File: src/hw/rtl/cffa_pkg.sv
package cffa_pkg;
  localparam int unsigned NumChunksDef = 8;
  localparam int unsigned MaxPieces    = 8;
  localparam int unsigned SizeW        = 16;
  localparam int unsigned CountW       = 4;
  localparam int unsigned IndexW       = 3;
  localparam logic        ReqLoad      = 1'b0;
  localparam logic        ReqAlloc     = 1'b1;

  // One result item
  typedef struct packed {
    logic             placed;
    logic [SizeW-1:0] piece_size;
    logic [SizeW-1:0] piece_address;
    logic             last_piece;
  } result_t;

  // One table entry
  typedef struct packed {
    logic [SizeW-1:0] size;
    logic [SizeW-1:0] start;
  } entry_t;
endpackage

File: src/hw/rtl/cffa_ram.sv
// Generic single-port-write, one-read RAM with registered read data
module cffa_ram #(
  parameter int unsigned Width = 32,
  parameter int unsigned Depth = 8
) (
  input  logic                     clk,
  input  logic                     we,
  input  logic [$clog2(Depth)-1:0] waddr,
  input  logic [Width-1:0]         wdata,
  input  logic [$clog2(Depth)-1:0] raddr,
  output logic [Width-1:0]         rdata
);
  logic [Width-1:0] mem [Depth];

  always_ff @(posedge clk) begin
    if (we) begin
      mem[waddr] <= wdata;
    end
    rdata <= mem[raddr];
  end
endmodule

File: src/hw/rtl/cffa_out_buf.sv
// Single-entry output register; slot frees as soon as the result is taken
module cffa_out_buf (
  input  logic              clk,
  input  logic              rst_n,
  input  logic              push,
  input  cffa_pkg::result_t push_data,
  output logic              full,
  output logic              out_valid,
  input  logic              out_ready,
  output cffa_pkg::result_t out_data
);
  logic              vld_r;
  cffa_pkg::result_t data_r;

  always_ff @(posedge clk) begin
    if (!rst_n) begin
      vld_r <= 1'b0;
    end else if (push) begin
      vld_r <= 1'b1;
    end else if (out_ready) begin
      vld_r <= 1'b0;
    end
  end

  always_ff @(posedge clk) begin
    if (push) begin
      data_r <= push_data;
    end
  end

  assign full      = vld_r && !out_ready;
  assign out_valid = vld_r;
  assign out_data  = data_r;
endmodule

File: src/hw/rtl/chunked_first_fit_allocator.sv
// Channel | Direction | Transfer contents
// in_*    | input     | load entry or allocation request
// out_*   | output    | one used piece, or one failure
// cfg_*   | input     | chunk_count register
// A load is written to the table when it is accepted. An allocation tries the
// single-fit scan over the entries, then the pair scan over each first chunk
// (states R2A, R2B, R2C), then the run scan, until one fits; it then reads and
// emits each piece (states URD, UWR), or emits one failure.
// Reset (synchronous, rst_n low) sets chunk_count to 1; the table is not cleared.
// A stalled output holds the sequencer at the piece that waits.
module chunked_first_fit_allocator #(
  parameter int unsigned NUM_CHUNKS = cffa_pkg::NumChunksDef
) (
  input  logic                          clk,
  input  logic                          rst_n,
  input  logic                          in_valid,
  output logic                          in_ready,
  input  logic                          in_req_type,
  input  logic [cffa_pkg::IndexW-1:0]   in_chunk_index,
  input  logic [cffa_pkg::SizeW-1:0]    in_chunk_size,
  input  logic [cffa_pkg::SizeW-1:0]    in_chunk_start,
  input  logic [cffa_pkg::SizeW-1:0]    in_request_size,
  output logic                          out_valid,
  input  logic                          out_ready,
  output logic                          out_placed,
  output logic [cffa_pkg::SizeW-1:0]    out_piece_size,
  output logic [cffa_pkg::SizeW-1:0]    out_piece_address,
  output logic                          out_last_piece,
  input  logic                          cfg_valid,
  output logic                          cfg_ready,
  input  logic [cffa_pkg::CountW-1:0]   cfg_chunk_count
);
  localparam int unsigned AW = (NUM_CHUNKS > 1) ? $clog2(NUM_CHUNKS) : 1;
  localparam int unsigned RD = 1 << AW;
  localparam int unsigned LimN = (NUM_CHUNKS < cffa_pkg::MaxPieces) ?
                                 NUM_CHUNKS : cffa_pkg::MaxPieces;
  localparam int unsigned SW = cffa_pkg::SizeW;

  // Sequencer states
  localparam logic [3:0] S_IDLE  = 4'd0;
  localparam logic [3:0] S_R1    = 4'd1;  // single-fit scan
  localparam logic [3:0] S_R2A   = 4'd2;  // pair: read first
  localparam logic [3:0] S_R2B   = 4'd3;  // pair: read second
  localparam logic [3:0] S_R3    = 4'd4;  // run scan
  localparam logic [3:0] S_URD   = 4'd5;  // use: read entry
  localparam logic [3:0] S_UWR   = 4'd6;  // use: emit and write back
  localparam logic [3:0] S_FAIL  = 4'd7;
  localparam logic [3:0] S_R2C   = 4'd8;  // pair: compare

  // Rule that placed the request
  localparam logic [1:0] M_SINGLE = 2'd0;
  localparam logic [1:0] M_PAIR   = 2'd1;
  localparam logic [1:0] M_RUN    = 2'd2;

  logic [3:0]               st_r, st_nxt;
  logic [cffa_pkg::CountW-1:0] cnt_r;
  logic [3:0]               n;
  logic [SW-1:0]            need_r, need_nxt;
  logic [SW-1:0]            req_r, req_nxt;
  logic [3:0]               j_r, j_nxt, k_r, k_nxt;
  logic [3:0]               fin_r, fin_nxt;   // last chunk used
  logic [3:0]               ucur_r, ucur_nxt; // chunk being used
  logic [1:0]               mode_r, mode_nxt; // placing rule
  logic [SW:0]              acc_r, acc_nxt;
  logic [SW-1:0]            szj_r, szj_nxt;

  logic                     we;
  logic [AW-1:0]            waddr, raddr;
  cffa_pkg::entry_t         wdata, rdata;
  logic [3:0]               rsel;
  logic                     push, full;
  cffa_pkg::result_t        res;
  cffa_pkg::result_t        odata;
  logic [SW-1:0]            amt;

  // chunk_count register
  always_ff @(posedge clk) begin
    if (!rst_n) begin
      cnt_r <= cffa_pkg::CountW'(1);
    end else if (cfg_valid && cfg_ready) begin
      cnt_r <= cfg_chunk_count;
    end
  end
  assign cfg_ready = 1'b1;
  assign n = (cnt_r > 4'(LimN)) ? 4'(LimN) : cnt_r;

  cffa_ram #(.Width($bits(cffa_pkg::entry_t)), .Depth(RD)) u_tab (
    .clk(clk), .we(we), .waddr(waddr), .wdata(wdata), .raddr(raddr), .rdata(rdata)
  );
  assign raddr = AW'(rsel);

  cffa_out_buf u_obuf (
    .clk(clk), .rst_n(rst_n), .push(push), .push_data(res), .full(full),
    .out_valid(out_valid), .out_ready(out_ready), .out_data(odata)
  );
  assign out_placed        = odata.placed;
  assign out_piece_size    = odata.piece_size;
  assign out_piece_address = odata.piece_address;
  assign out_last_piece    = odata.last_piece;

  assign in_ready = (st_r == S_IDLE);
  assign amt = (need_r < rdata.size) ? need_r : rdata.size;

  // Sequencer
  always_comb begin
    st_nxt = st_r; need_nxt = need_r; req_nxt = req_r; j_nxt = j_r; k_nxt = k_r;
    fin_nxt = fin_r; ucur_nxt = ucur_r; mode_nxt = mode_r; acc_nxt = acc_r;
    szj_nxt = szj_r;
    rsel = j_r; we = 1'b0; waddr = '0; wdata = '0; push = 1'b0; res = '0;
    case (st_r)
      S_IDLE: begin
        if (in_valid) begin
          if (in_req_type == cffa_pkg::ReqLoad) begin
            if (32'(in_chunk_index) < NUM_CHUNKS) begin
              we = 1'b1;
              waddr = AW'(in_chunk_index);
              wdata.size = in_chunk_size;
              wdata.start = in_chunk_start;
            end
          end else begin
            req_nxt = in_request_size;
            j_nxt = '0;
            rsel = '0;
            st_nxt = (n == 4'd0) ? S_FAIL : S_R1;
          end
        end
      end
      S_R1: begin
        // rdata holds entry j_r
        if ({1'b0, rdata.size} >= {1'b0, req_r}) begin
          mode_nxt = M_SINGLE; ucur_nxt = j_r; fin_nxt = j_r; need_nxt = req_r;
          rsel = j_r; st_nxt = S_URD;
        end else if (j_r + 4'd1 < n) begin
          j_nxt = j_r + 4'd1; rsel = j_r + 4'd1;
        end else if (n > 4'd1) begin
          j_nxt = '0; k_nxt = 4'd1; rsel = '0; st_nxt = S_R2A;
        end else begin
          st_nxt = S_FAIL;
        end
      end
      S_R2A: begin
        // address j_r presented last cycle; capture size, read k
        szj_nxt = rdata.size; rsel = k_r; st_nxt = S_R2B;
      end
      S_R2B: begin
        st_nxt = S_R2C; rsel = k_r;
      end
      S_R2C: begin
        if (k_r != j_r && ({1'b0, szj_r} + {1'b0, rdata.size}) >= {1'b0, req_r}) begin
          mode_nxt = M_PAIR; ucur_nxt = j_r; fin_nxt = k_r; need_nxt = req_r;
          rsel = j_r; st_nxt = S_URD;
        end else if (k_r + 4'd1 < n) begin
          k_nxt = k_r + 4'd1; rsel = k_r + 4'd1; st_nxt = S_R2B;
        end else if (j_r + 4'd2 < n) begin
          j_nxt = j_r + 4'd1; k_nxt = 4'd1; rsel = j_r + 4'd1; st_nxt = S_R2A;
        end else if (n > 4'd2) begin
          j_nxt = '0; acc_nxt = '0; rsel = '0; st_nxt = S_R3;
        end else begin
          st_nxt = S_FAIL;
        end
      end
      S_R3: begin
        // 17-bit accumulation; each step compares before the next add
        if (acc_r + {1'b0, rdata.size} >= {1'b0, req_r}) begin
          mode_nxt = M_RUN; ucur_nxt = '0; fin_nxt = j_r; need_nxt = req_r;
          rsel = '0; st_nxt = S_URD;
        end else if (j_r + 4'd1 < n) begin
          acc_nxt = acc_r + {1'b0, rdata.size};
          j_nxt = j_r + 4'd1; rsel = j_r + 4'd1;
        end else begin
          st_nxt = S_FAIL;
        end
      end
      S_URD: begin
        rsel = ucur_r; st_nxt = S_UWR;
      end
      S_UWR: begin
        rsel = ucur_r;
        if (!full) begin
          push = 1'b1;
          res.placed = 1'b1;
          res.piece_size = rdata.size;
          res.piece_address = rdata.start;
          res.last_piece = (ucur_r == fin_r);
          we = 1'b1;
          waddr = AW'(ucur_r);
          wdata.size = rdata.size - amt;
          wdata.start = rdata.start + amt;
          need_nxt = need_r - amt;
          if (ucur_r == fin_r) begin
            st_nxt = S_IDLE;
          end else begin
            ucur_nxt = (mode_r == M_PAIR) ? fin_r : ucur_r + 4'd1;
            st_nxt = S_URD;
          end
        end
      end
      S_FAIL: begin
        if (!full) begin
          push = 1'b1;
          res.last_piece = 1'b1;
          st_nxt = S_IDLE;
        end
      end
      default: st_nxt = S_IDLE;
    endcase
  end

  always_ff @(posedge clk) begin
    if (!rst_n) begin
      st_r <= S_IDLE;
    end else begin
      st_r <= st_nxt;
    end
  end

  always_ff @(posedge clk) begin
    need_r <= need_nxt; req_r <= req_nxt; j_r <= j_nxt; k_r <= k_nxt;
    fin_r <= fin_nxt; ucur_r <= ucur_nxt; mode_r <= mode_nxt; acc_r <= acc_nxt;
    szj_r <= szj_nxt;
  end
endmodule

File: config.mk
export PLATFORM = sky130hd
export DESIGN_NAME = chunked_first_fit_allocator
export DESIGN_NICKNAME = d
export VERILOG_FILES = /design/src/hw/rtl/cffa_pkg.sv /design/src/hw/rtl/cffa_ram.sv /design/src/hw/rtl/cffa_out_buf.sv /design/src/hw/rtl/chunked_first_fit_allocator.sv
export SDC_FILE = /design/constraint.sdc
export NUM_CORES = 1
export LEC_CHECK = 0
export BUFFER_PORTS_ARGS = -buffer_cell sky130_fd_sc_hd__buf_4
export CAP_MARGIN = 10
export CORE_ASPECT_RATIO = 1.75
export CORE_MARGIN = 3
export CORE_UTILIZATION = 55
export DETAILED_ROUTE_END_ITERATION = 10
export GPL_ROUTABILITY_DRIVEN = 1
export PLACE_DENSITY = 0.72
export RECOVER_POWER = 50
export SYNTH_ARGS = -nofsm -noshare
export SYNTH_HDL_FRONTEND = slang
export SYNTH_HIERARCHICAL = 1
export SYNTH_SLANG_ARGS = --single-unit
File: constraint.sdc
create_clock -name clk -period 5.9 [get_ports clk]
set_input_delay 1.18 -clock clk [delete_from_list [all_inputs] [get_ports clk]]
set_output_delay 1.18 -clock clk [all_outputs]
set_load 0.02 [all_outputs]
==> flow_summary.toml <==
[die]
num_io_pins = 98
initial_core_util_pct = 56.0
die_h_um = 269
fp.coreArea_sq_mm = 0.0387
dieArea_sq_mm = 0.0420
die_width_um = 156
std_cell_rows = 95

[sta]
setup-violations-final = 0
drv_slew = 101
final.min_clock_period_ns = 5.82
slew_headroom_pct = -94.6
fin_skew_ns = 0.0144
finalSetupTns_ns = 0
tightestPinTransition_ns = 2.92
hold_violations = 0
max_freq_mhz = 172
finalCritPeriodShare_pct = 98.6

[clock_tree]
ctsHoldBuffers = 0
clock_latency_ns = 0.56
cts-htree-levels = 2
cts_tree = "built"
cts_sinks = 414
clockBufferDepth = 3
clockRootBuffer = "clkbuf_16"
cts_made_buffers = 39
cts.reportedPaths.clkPinSlew_ns = 0.07

[run_status]
violations = "capacitance limit, slew limit"
status = "finished with violations"

[setup_path]
r2r_end = "u_tab/rdata[26]$_DFF_P_"
crit_fanout = 8
cp-end-kind = "flop"
cp.arrival_ns = 6.26
timing.setup.critical_path_class = "flop to flop"
worstRegToRegCells = 22
regToRegSetupSlack_ns = 0.08
cp-start-kind = "flop"
required_ns = 6.34
worstReg2RegStart = "acc_r[0]$_SDFFCE_PN0P_"

[detailed_routing]
drc_errors = 0
drtPass1Iterations = 7
final_antenna_net_count = 0
avgRoutedWirePerCell_um = 24.5
via_per_inst = 6.24
num_vias = 14500
drt_iter0_drc = 1086
drt_wl_total_mm = 56.7

[logic_synthesis]
synth_edf_count = 373
ys_warn_count = 6
synth-seq-area-share_pct = 55.4
ys_seq_elements = 414
syn_avg_cell_area_sq_um = 13.2
synth_fp_nets = 1869
ys_async_sr_fraction_pct = 0
synthCells = 1650
yosys_most_used_dff = "edfxtp_1"
syn-cell-area_sq_mm = 0.0217
synth_cell_type_count = 81

[layout]
layout-drive-gt1-share_pct = 15.4
layout.nets = 2023
seqCellArea_sq_mm = 0.0120
multi_input_area_sq_mm = 0.00919
antenna_cells = 0
fin_cells = 2318
areaGrowthSynthToFinish_pct = 14.0
final.fill_count = 2932

[grt]
grtUsageTotal_pct = 26.7
grt_pass1_vias = 15100
grt_antenna_before_repair = 0
grt_overflow = 0
grt_max_degree = 52
grt_pass1_wl_mm = 85.2

[hold_path]
min-delay-start = "u_tab/rdata[17]$_DFF_P_"
hold_end = "szj_r[1]$_DFFE_PP_"
hold_class = "flop to flop"
worstHoldPathCells = 0

[flow_run]
cap_violations = 2

[placement]
gp_congestion = 0.912
post-place-cells = 2239
hpwl_mm = 40.1
portBuffers = 96
[logic make-up after synthesis]
| family | after synthesis | synth area share (%) |
|---|---|---|
| xor gates and xnor gates | 75 | 3.03 |
| and+or+nand+nor | 392 | 8.70 |
| adders and majority gates | 158 | 9.28 |
| muxes | 120 | 10.2 |
| DFF | 414 | 55.4 |
| AOI/OAI and AO/OA | 342 | 10.6 |
| buffers and inverters | 148 | 2.89 |
| other | 1 | 0.0173 |
[per-layer routing]
metal	routed length (um)	vias to the layer above	track usage, %	part of all wire [%]
li1	-	6650	-	-
met5	0	-	0	0
met4	3580	0	14.4	6.3
met2	30000	454	49.2	53
met3	2680	167	2.92	4.7
met1	20500	7186	30.1	36
[state kept, by name (all words and copies together), names as in the netlist]
name              flops
st_r                  4
szj_r                16
need_r               16
k_r                   4
fin_r                 4
u_tab/rdata          32
u_obuf/out_valid      1
u_tab/mem           256
mode_r                2
cnt_r                 4
req_r                16
j_r                   4
acc_r                17
u_obuf/out_data      34
ucur_r                4
[worst max-delay path: stages, from the launching register on]
cell,delay (ns)
edfxtp_1,0.38
ha_1,0.22
inv_1,0.07
fa_2,0.23
nor2b_1,0.07
o31a_1,0.39
o2111ai_2,0.28
a21oi_4,0.12
or3_2,0.46
a21oi_1,0.19
xnor2_1,0.17
ha_1,0.30
a211oi_2,0.24
o21ai_0,0.11
a211oi_1,0.26
o21a_2,0.29
nand4_1,0.19
nand2_2,0.14
a211o_1,0.21
a211o_4,0.32
buf_16,0.18
mux4_1,0.55
mux2_2,0.30
[final cells by class]
| class | count | share of cell area (%) |
|---|---|---|
| Clock inverter | 19 | 1.17 |
| Tap cell | 485 | 2.45 |
| Inverter | 93 | 1.41 |
| Timing Repair Buffer | 167 | 4.95 |
| Sequential cell | 414 | 48.6 |
| Clock buffer | 51 | 4.33 |
| Multi-Input combinational cell | 1089 | 37.1 |
[stage by stage]
stage / hold WS (ns) / util (%) / area (sq um) / worst slack [ns]
2_1_floorplan: 0.504 / - / 21700 / 0.828
3_3_place_gp: 0.551 / 60.4 / 23400 / 0.0517
3_5_place_dp: 0.557 / 60.4 / 23400 / -0.0480
4_1_cts: 0.567 / 63.9 / 24800 / 0.0167
5_1_grt: 0.545 / 63.9 / 24800 / -0.0249
6_report: 0.541 / 63.9 / 24800 / 0.0806
[cell usage in the layout (no fill, tap or decap), types with 16 or more instances in the layout]
cell type / n
xnor2_1: 42
a21o_1: 35
clkbuf_4: 16
mux4_2: 24
inv_1: 93
mux2_2: 47
nor2_1: 89
nand2b_1: 16
clkbuf_16: 44
and3_1: 25
ha_1: 153
mux4_1: 40
nand3_1: 26
nor3_1: 33
a211oi_1: 23
o21ai_0: 86
xor2_1: 33
nand2_1: 112
nor2b_1: 17
dfxtp_1: 38
edfxtp_1: 373
a21oi_1: 62
clkbuf_1: 58
buf_4: 89
[repair_timing]
item | CTS | global route
endpoints found under the hold margin | 0 | 0
gates cloned | 0 | 7
pin swaps | 0 | 8
gates resized for setup | 1 | 15
setup endpoints to repair | 16 | 41
buffers inserted | 0 | 2
[worst max path at each step]
stage                                 endpoint  slack (ns)                     from  cells past startpoint
CTS                    u_tab/rdata[26]$_DFF_P_        0.02  u_tab/rdata[17]$_DFF_P_                     22
detailed placement     u_tab/rdata[26]$_DFF_P_       -0.05  u_tab/rdata[17]$_DFF_P_                     22
floorplan           u_tab/mem[0][30]$_DFFE_PP_        0.83  u_tab/rdata[26]$_DFF_P_                     22
global placement       u_tab/rdata[26]$_DFF_P_        0.05  u_tab/rdata[23]$_DFF_P_                     19
global route           u_tab/rdata[26]$_DFF_P_       -0.02   acc_r[0]$_SDFFCE_PN0P_                     22
finish                 u_tab/rdata[26]$_DFF_P_        0.08   acc_r[0]$_SDFFCE_PN0P_                     22
[synth_stat cells (33+ instances only)]
cell,number,area [sq um]
a21o_1,35,263
a21oi_1,62,310
dfxtp_1,41,821
edfxtp_1,373,11200
ha_1,153,1910
inv_1,92,345
mux2_2,47,529
mux4_1,40,1050
nand2_1,113,424
nor2_1,95,357
nor3_1,35,175
o21ai_0,89,445
xnor2_1,42,368
xor2_1,33,289
Power is left out: the tool's default activity adds up to more than one toggle a clock period on the data nets, which glitch-free logic cannot reach.
